==> src/rtl/scbc_pkg.sv <==
package scbc_pkg;

	localparam int DefaultMaxRanges = 32;
	localparam int DefaultSectorBlocks = 128;
	localparam int RoundCount = 10;

	localparam logic [2:0] RegKeyHigh = 3'd0;
	localparam logic [2:0] RegKeyLow = 3'd1;
	localparam logic [2:0] RegRegionCount = 3'd2;
	localparam logic [2:0] RegInvalid = 3'd7;

	typedef struct packed {
		logic load_chain;   // start of an item: pick chain, add round key 0
		logic do_round;     // one AES round
		logic last_round;   // round without MixColumns
		logic take_plain;   // result is the plaintext
		logic key_start;    // restart key expansion
		logic key_step;     // one key schedule step
	} scbc_cmd_t;

	typedef struct packed {
		logic key_busy;
	} scbc_stat_t;

	function automatic logic [7:0] sbox(input logic [7:0] a);
		logic [7:0] t [256];
		t = '{
		8'h63,8'h7c,8'h77,8'h7b,8'hf2,8'h6b,8'h6f,8'hc5,8'h30,8'h01,8'h67,8'h2b,8'hfe,8'hd7,8'hab,8'h76,
		8'hca,8'h82,8'hc9,8'h7d,8'hfa,8'h59,8'h47,8'hf0,8'had,8'hd4,8'ha2,8'haf,8'h9c,8'ha4,8'h72,8'hc0,
		8'hb7,8'hfd,8'h93,8'h26,8'h36,8'h3f,8'hf7,8'hcc,8'h34,8'ha5,8'he5,8'hf1,8'h71,8'hd8,8'h31,8'h15,
		8'h04,8'hc7,8'h23,8'hc3,8'h18,8'h96,8'h05,8'h9a,8'h07,8'h12,8'h80,8'he2,8'heb,8'h27,8'hb2,8'h75,
		8'h09,8'h83,8'h2c,8'h1a,8'h1b,8'h6e,8'h5a,8'ha0,8'h52,8'h3b,8'hd6,8'hb3,8'h29,8'he3,8'h2f,8'h84,
		8'h53,8'hd1,8'h00,8'hed,8'h20,8'hfc,8'hb1,8'h5b,8'h6a,8'hcb,8'hbe,8'h39,8'h4a,8'h4c,8'h58,8'hcf,
		8'hd0,8'hef,8'haa,8'hfb,8'h43,8'h4d,8'h33,8'h85,8'h45,8'hf9,8'h02,8'h7f,8'h50,8'h3c,8'h9f,8'ha8,
		8'h51,8'ha3,8'h40,8'h8f,8'h92,8'h9d,8'h38,8'hf5,8'hbc,8'hb6,8'hda,8'h21,8'h10,8'hff,8'hf3,8'hd2,
		8'hcd,8'h0c,8'h13,8'hec,8'h5f,8'h97,8'h44,8'h17,8'hc4,8'ha7,8'h7e,8'h3d,8'h64,8'h5d,8'h19,8'h73,
		8'h60,8'h81,8'h4f,8'hdc,8'h22,8'h2a,8'h90,8'h88,8'h46,8'hee,8'hb8,8'h14,8'hde,8'h5e,8'h0b,8'hdb,
		8'he0,8'h32,8'h3a,8'h0a,8'h49,8'h06,8'h24,8'h5c,8'hc2,8'hd3,8'hac,8'h62,8'h91,8'h95,8'he4,8'h79,
		8'he7,8'hc8,8'h37,8'h6d,8'h8d,8'hd5,8'h4e,8'ha9,8'h6c,8'h56,8'hf4,8'hea,8'h65,8'h7a,8'hae,8'h08,
		8'hba,8'h78,8'h25,8'h2e,8'h1c,8'ha6,8'hb4,8'hc6,8'he8,8'hdd,8'h74,8'h1f,8'h4b,8'hbd,8'h8b,8'h8a,
		8'h70,8'h3e,8'hb5,8'h66,8'h48,8'h03,8'hf6,8'h0e,8'h61,8'h35,8'h57,8'hb9,8'h86,8'hc1,8'h1d,8'h9e,
		8'he1,8'hf8,8'h98,8'h11,8'h69,8'hd9,8'h8e,8'h94,8'h9b,8'h1e,8'h87,8'he9,8'hce,8'h55,8'h28,8'hdf,
		8'h8c,8'ha1,8'h89,8'h0d,8'hbf,8'he6,8'h42,8'h68,8'h41,8'h99,8'h2d,8'h0f,8'hb0,8'h54,8'hbb,8'h16};
		return t[a];
	endfunction

	function automatic logic [7:0] xtime(input logic [7:0] a);
		return {a[6:0], 1'b0} ^ (a[7] ? 8'h1b : 8'h00);
	endfunction

endpackage

==> src/rtl/scbc_ctrl.sv <==
module scbc_ctrl (
	input  logic                     clk,
	input  logic                     arst_n,
	input  logic                     in_valid,
	output logic                     in_ready,
	input  logic                     mode,
	input  logic                     is_plain,
	output logic                     out_valid,
	input  logic                     out_ready,
	input  logic                     key_write,
	input  scbc_pkg::scbc_stat_t     stat,
	output scbc_pkg::scbc_cmd_t      cmd
);

	typedef enum logic [3:0] {
		ST_IDLE  = 4'b0001,
		ST_LOOK  = 4'b0010,
		ST_ROUND = 4'b0100,
		ST_OUT   = 4'b1000
	} state_t;

	state_t state_q;
	logic [3:0] round_q;

	// No item is taken in the cycle that restarts the key schedule either.
	assign in_ready = (state_q == ST_IDLE) && !stat.key_busy && !key_write;
	assign out_valid = (state_q == ST_OUT);

	always_comb begin
		cmd = '0;
		cmd.key_start = key_write;
		cmd.key_step = stat.key_busy;
		cmd.load_chain = (state_q == ST_LOOK) && !is_plain;
		cmd.take_plain = (state_q == ST_LOOK) && is_plain;
		cmd.do_round = (state_q == ST_ROUND);
		cmd.last_round = (state_q == ST_ROUND) && (round_q == 4'(scbc_pkg::RoundCount));
	end

	always_ff @(posedge clk or negedge arst_n) begin
		if (!arst_n) begin
			state_q <= ST_IDLE;
			round_q <= '0;
		end else begin
			case (state_q)
				ST_IDLE: begin
					if (in_valid && in_ready && mode) state_q <= ST_LOOK;
				end
				ST_LOOK: begin
					round_q <= 4'd1;
					state_q <= is_plain ? ST_OUT : ST_ROUND;
				end
				ST_ROUND: begin
					round_q <= round_q + 4'd1;
					if (round_q == 4'(scbc_pkg::RoundCount)) state_q <= ST_OUT;
				end
				ST_OUT: begin
					if (out_ready) state_q <= ST_IDLE;
				end
				default: state_q <= ST_IDLE;
			endcase
		end
	end

endmodule

==> config.mk <==
export PLATFORM = sky130hd
export DESIGN_NAME = scbc_ctrl
export DESIGN_NICKNAME = d
export VERILOG_FILES = /design/src/rtl/scbc_pkg.sv /design/src/rtl/scbc_ctrl.sv
export SDC_FILE = /design/constraint.sdc
export NUM_CORES = 1
export LEC_CHECK = 0
export ABC_AREA = 1
export CAP_MARGIN = 20
export CORE_AREA = 2 2 39 41
export CTS_CLUSTER_SIZE = 10
export DETAILED_ROUTE_END_ITERATION = 8
export DIE_AREA = 0 0 41 43
export DONT_BUFFER_PORTS = 1
export PLACE_DENSITY_LB_ADDON = 0.12
export SETUP_SLACK_MARGIN = 0.1
export SYNTH_ARGS = -nofsm -noshare
export SYNTH_HDL_FRONTEND = slang
export SYNTH_SLANG_ARGS = --single-unit
export TNS_END_PERCENT = 20
==> constraint.sdc <==
create_clock -name clk -period 2 [get_ports clk]
set_input_delay 0.4 -clock clk [delete_from_list [all_inputs] [get_ports clk]]
set_output_delay 0.4 -clock clk [all_outputs]
set_load 0.03 [all_outputs]
==> metrics.md <==
| Metric | Value |
|---|---|
| Seq cells post-synth | 8 |
| Setup TNS | 0 ns |
| CP peak stage delay | 0.42 ns |
| Critical path arrival | 1.32 ns |
| Maximum clock rate | 583 MHz |
| Ports | 16 |
| Synthesized area | 531 µm² |
| Period Utilization, post-route | 0.858 |
| Compound-Gate Fraction of Synth Area | 0.0778 |
| NetSw | 296 µW |
| CTS Buffer Depth | 2 |
| Reg2reg setup slack | 0.68 ns |
| Per-cell routed wire length | 11.0 µm |
| Global-route wire length before repair | 1.55 mm |
| R2R cell count | 4 |
| Layout cell share with drive strength beyond 1 | 0.264 |
| Comb pwr share | 0.415 |
| Mux contribution to synthesized area | 0 |
| Layout area overhead | 12.0% |
| Largest net degree at the start of global routing | 11 |
| Cells after Synth | 66 |
| Tot GR Track Use | 0.134 |
| Antenna cells | 0 |
| CTS Buf Count | 3 |
| Setup violations, final | 0 |
| Port Buf Inserts | 0 |
| Mapped Avg Cell Area | 8.04 µm² |
| Routed Antenna Nets | 0 |
| Sequential fraction of the synthesis area | 0.380 |
| Post-Synth Adder-Cell Area | 0.0472 |
| Starting Density | 0.383 |
| LEAKAGE | 0.328 nW |
| Flip-flop and latch area | 201 µm² |
| Root Driver | clkbuf_4 |
| Vias in the first global route | 399 |
| Clk network pwr share | 0.191 |
| Gr ovfl total | 0 |
| Unrepaired setup endpoints after global routing | no |
| Clock Pin Slew Worst Setup and Hold Paths | 0.06 ns |
| Setup crit end kind | output pin |
| Worst setup margin | 0.283 ns |
| Minimum clock period | 1.72 ns |
| Clock Skews | 0.00293 ns |
| Worst Hold End | state_q[2]$_DFFE_PN0P_ |
| GPL Wtd Cong | 0.714 |
| Post-synth EDFFs | 0 |
| TritonCTS clock tree | built |
| Data required, critical path | 1.60 ns |
| Post-synth net total | 76 |
| Dpl ws | 0.550 ns |
| Main flop type after synthesis | dfrtp_1 |
| Die width | 41 µm |
| Hold path cells | 1 |
| Tightest Hold Check Type | in2reg |
| Nets | 83 |
| Post_cts resized | 0 |
| Final Max Tran Viols | 0 |
| DRC Markers | 0 |
| Main combinational cell family by area after synthesis | simple AND/OR/NAND/NOR gates |
| Peak VDD IR | 480 µV |
| Slew margin rel. | 0.722 |
| Die area | 1760 µm² |
| Fillers | 141 |
| Worst setup startpoint | state_q[3]$_DFFE_PN0P_ |
| Crit Path Max Fanout | 6 |
| Clock Sinks | 8 |
| Final HPWL DP | 757 µm |
| Final hold viol count | 0 |
| Cell family contributing the most delay on the critical path | simple AND/OR/NAND/NOR gates |
| Pwr Density | 1210 nW/µm² |
| Worst path cell trace | nor2_2, nand3_2, nor2_1, buf_4 |
| Core area | 1380 µm² |
| WP buf/inv | 1 |
| Yosys cell types | 24 |
| Number of antenna violations at the first check in global routing | 0 |
| Hold Path Origin | is_plain |
| Status | completed |
| Clock latency on the worst-skew pair | 0.26 ns |
| Sequential cell fraction of total power | 0.394 |
| DRT Pass-1 Iters | 4 |
| Worst R2R Start | state_q[3]$_DFFE_PN0P_ |
| Synth Warn # | 0 |
| Startpoint Class | flop |
| H-tree depth | 1 |
| Vias | 417 |
| Net Sw Frac | 0.411 |
| Worst-margin pin slew | 0.415 ns |
| Async SR Flop Fraction | 1.00 |
| Synth Area in XOR/XNOR | 0.0330 |
| Post-Synth Simple-Gate Area | 0.356 |
| Iter 0 DRT Violations | 19 |
| Die Ht | 43 µm |
| Worst flop-to-flop path endpoint | state_q[1]$_DFFE_PN0P_ |
| P_int | 424 µW |
| Multi-input gate area | 273 µm² |
| WS Path Type | reg2out |
| Routed WL | 972 µm |
| Num rows | 14 |
| Total of max-cap violations | 0 |
| CP max-delay cell | dfrtp_1 |
| Routed vias/inst | 4.74 |
| Commonest cells after routing, fill and taps aside | inv_1 (9), nand2_1 (9), nor2_1 (7), nand3_1 (7), dfrtp_1 (7) |
power by group through the flow:
| stage | Clock [mW] | Sequential (mW) | Combinational, mW |
|---|---|---|---|
| 3_3_place_gp | 0 | 0.286 | 0.295 |
| 4_1_cts | 0.140 | 0.283 | 0.303 |
| 3_5_place_dp | 0 | 0.286 | 0.296 |
| 6_report | 0.138 | 0.284 | 0.299 |
| 5_1_grt | 0.149 | 0.294 | 0.346 |
| 2_1_floorplan | 0 | 0.277 | 0.261 |
what timing repair did:
| item | CTS | global route |
|---|---|---|
| endpoints found under the hold margin | 8 | 0 |
| buffers inserted | 0 | 0 |
| hold buffers | 1 | 0 |
flip-flops by register name, summed over array words and instances, names as in the netlist:
name,count
round_q,4
state_q,4
layout make-up:
class                      count  area share
inverter                      11      0.0695
multi-input combinational     45       0.459
sequential                     8       0.339
timing repair buffer           4      0.0547
tap                           16      0.0337
clock buffer                   4      0.0442
worst max path at each step:
stage,endpoint,slack (ns),depth (start not counted)
6_report,cmd[5],0.28,4
5_1_grt,cmd[5],0.19,4
4_1_cts,cmd[3],0.27,4
3_5_place_dp,cmd[3],0.55,4
3_3_place_gp,cmd[3],0.54,4
2_1_floorplan,out_valid,0.16,1
Yosys cell counts, types with 2 or more instances:
cell	instances	area (µm²)
dfrtp_1	7	175
inv_1	9	33.8
nor2_1	7	26.3
ha_1	2	25.0
nand2_1	9	33.8
nand3_1	7	35.0
buf_4	2	15.0
nor2_2	3	18.8
o21ai_1	3	15.0
nand3_2	2	20.0
inv_2	2	7.51
per-stage QoR:
step / hold WS (ns) / total power [mW] / area, µm² / util / instances
2_1_floorplan: 0.104 / 0.538 / 531 / - / 66
3_3_place_gp: 0.105 / 0.581 / 558 / 0.403 / 83
3_5_place_dp: 0.105 / 0.582 / 558 / 0.403 / 83
4_1_cts: 0.234 / 0.726 / 594 / 0.429 / 88
5_1_grt: 0.230 / 0.789 / 594 / 0.429 / 88
6_report: 0.234 / 0.721 / 594 / 0.429 / 88
routing by layer:
metal,vias up,global-route usage,part of all wire
met4,0,0.0800,0.0082
met3,2,0.0314,0.073
li1,222,-,-
met2,13,0.169,0.44
met1,180,0.198,0.48
met5,-,0,0
cells by family after synthesis:
group / Yosys count
buffers and inverters: 13
adders and majority gates: 2
xor gates and xnor gates: 2
and+or+nand+nor: 35
AOI/OAI and AO/OA: 6
DFF: 8
Power figures use the tool's default switching activity.
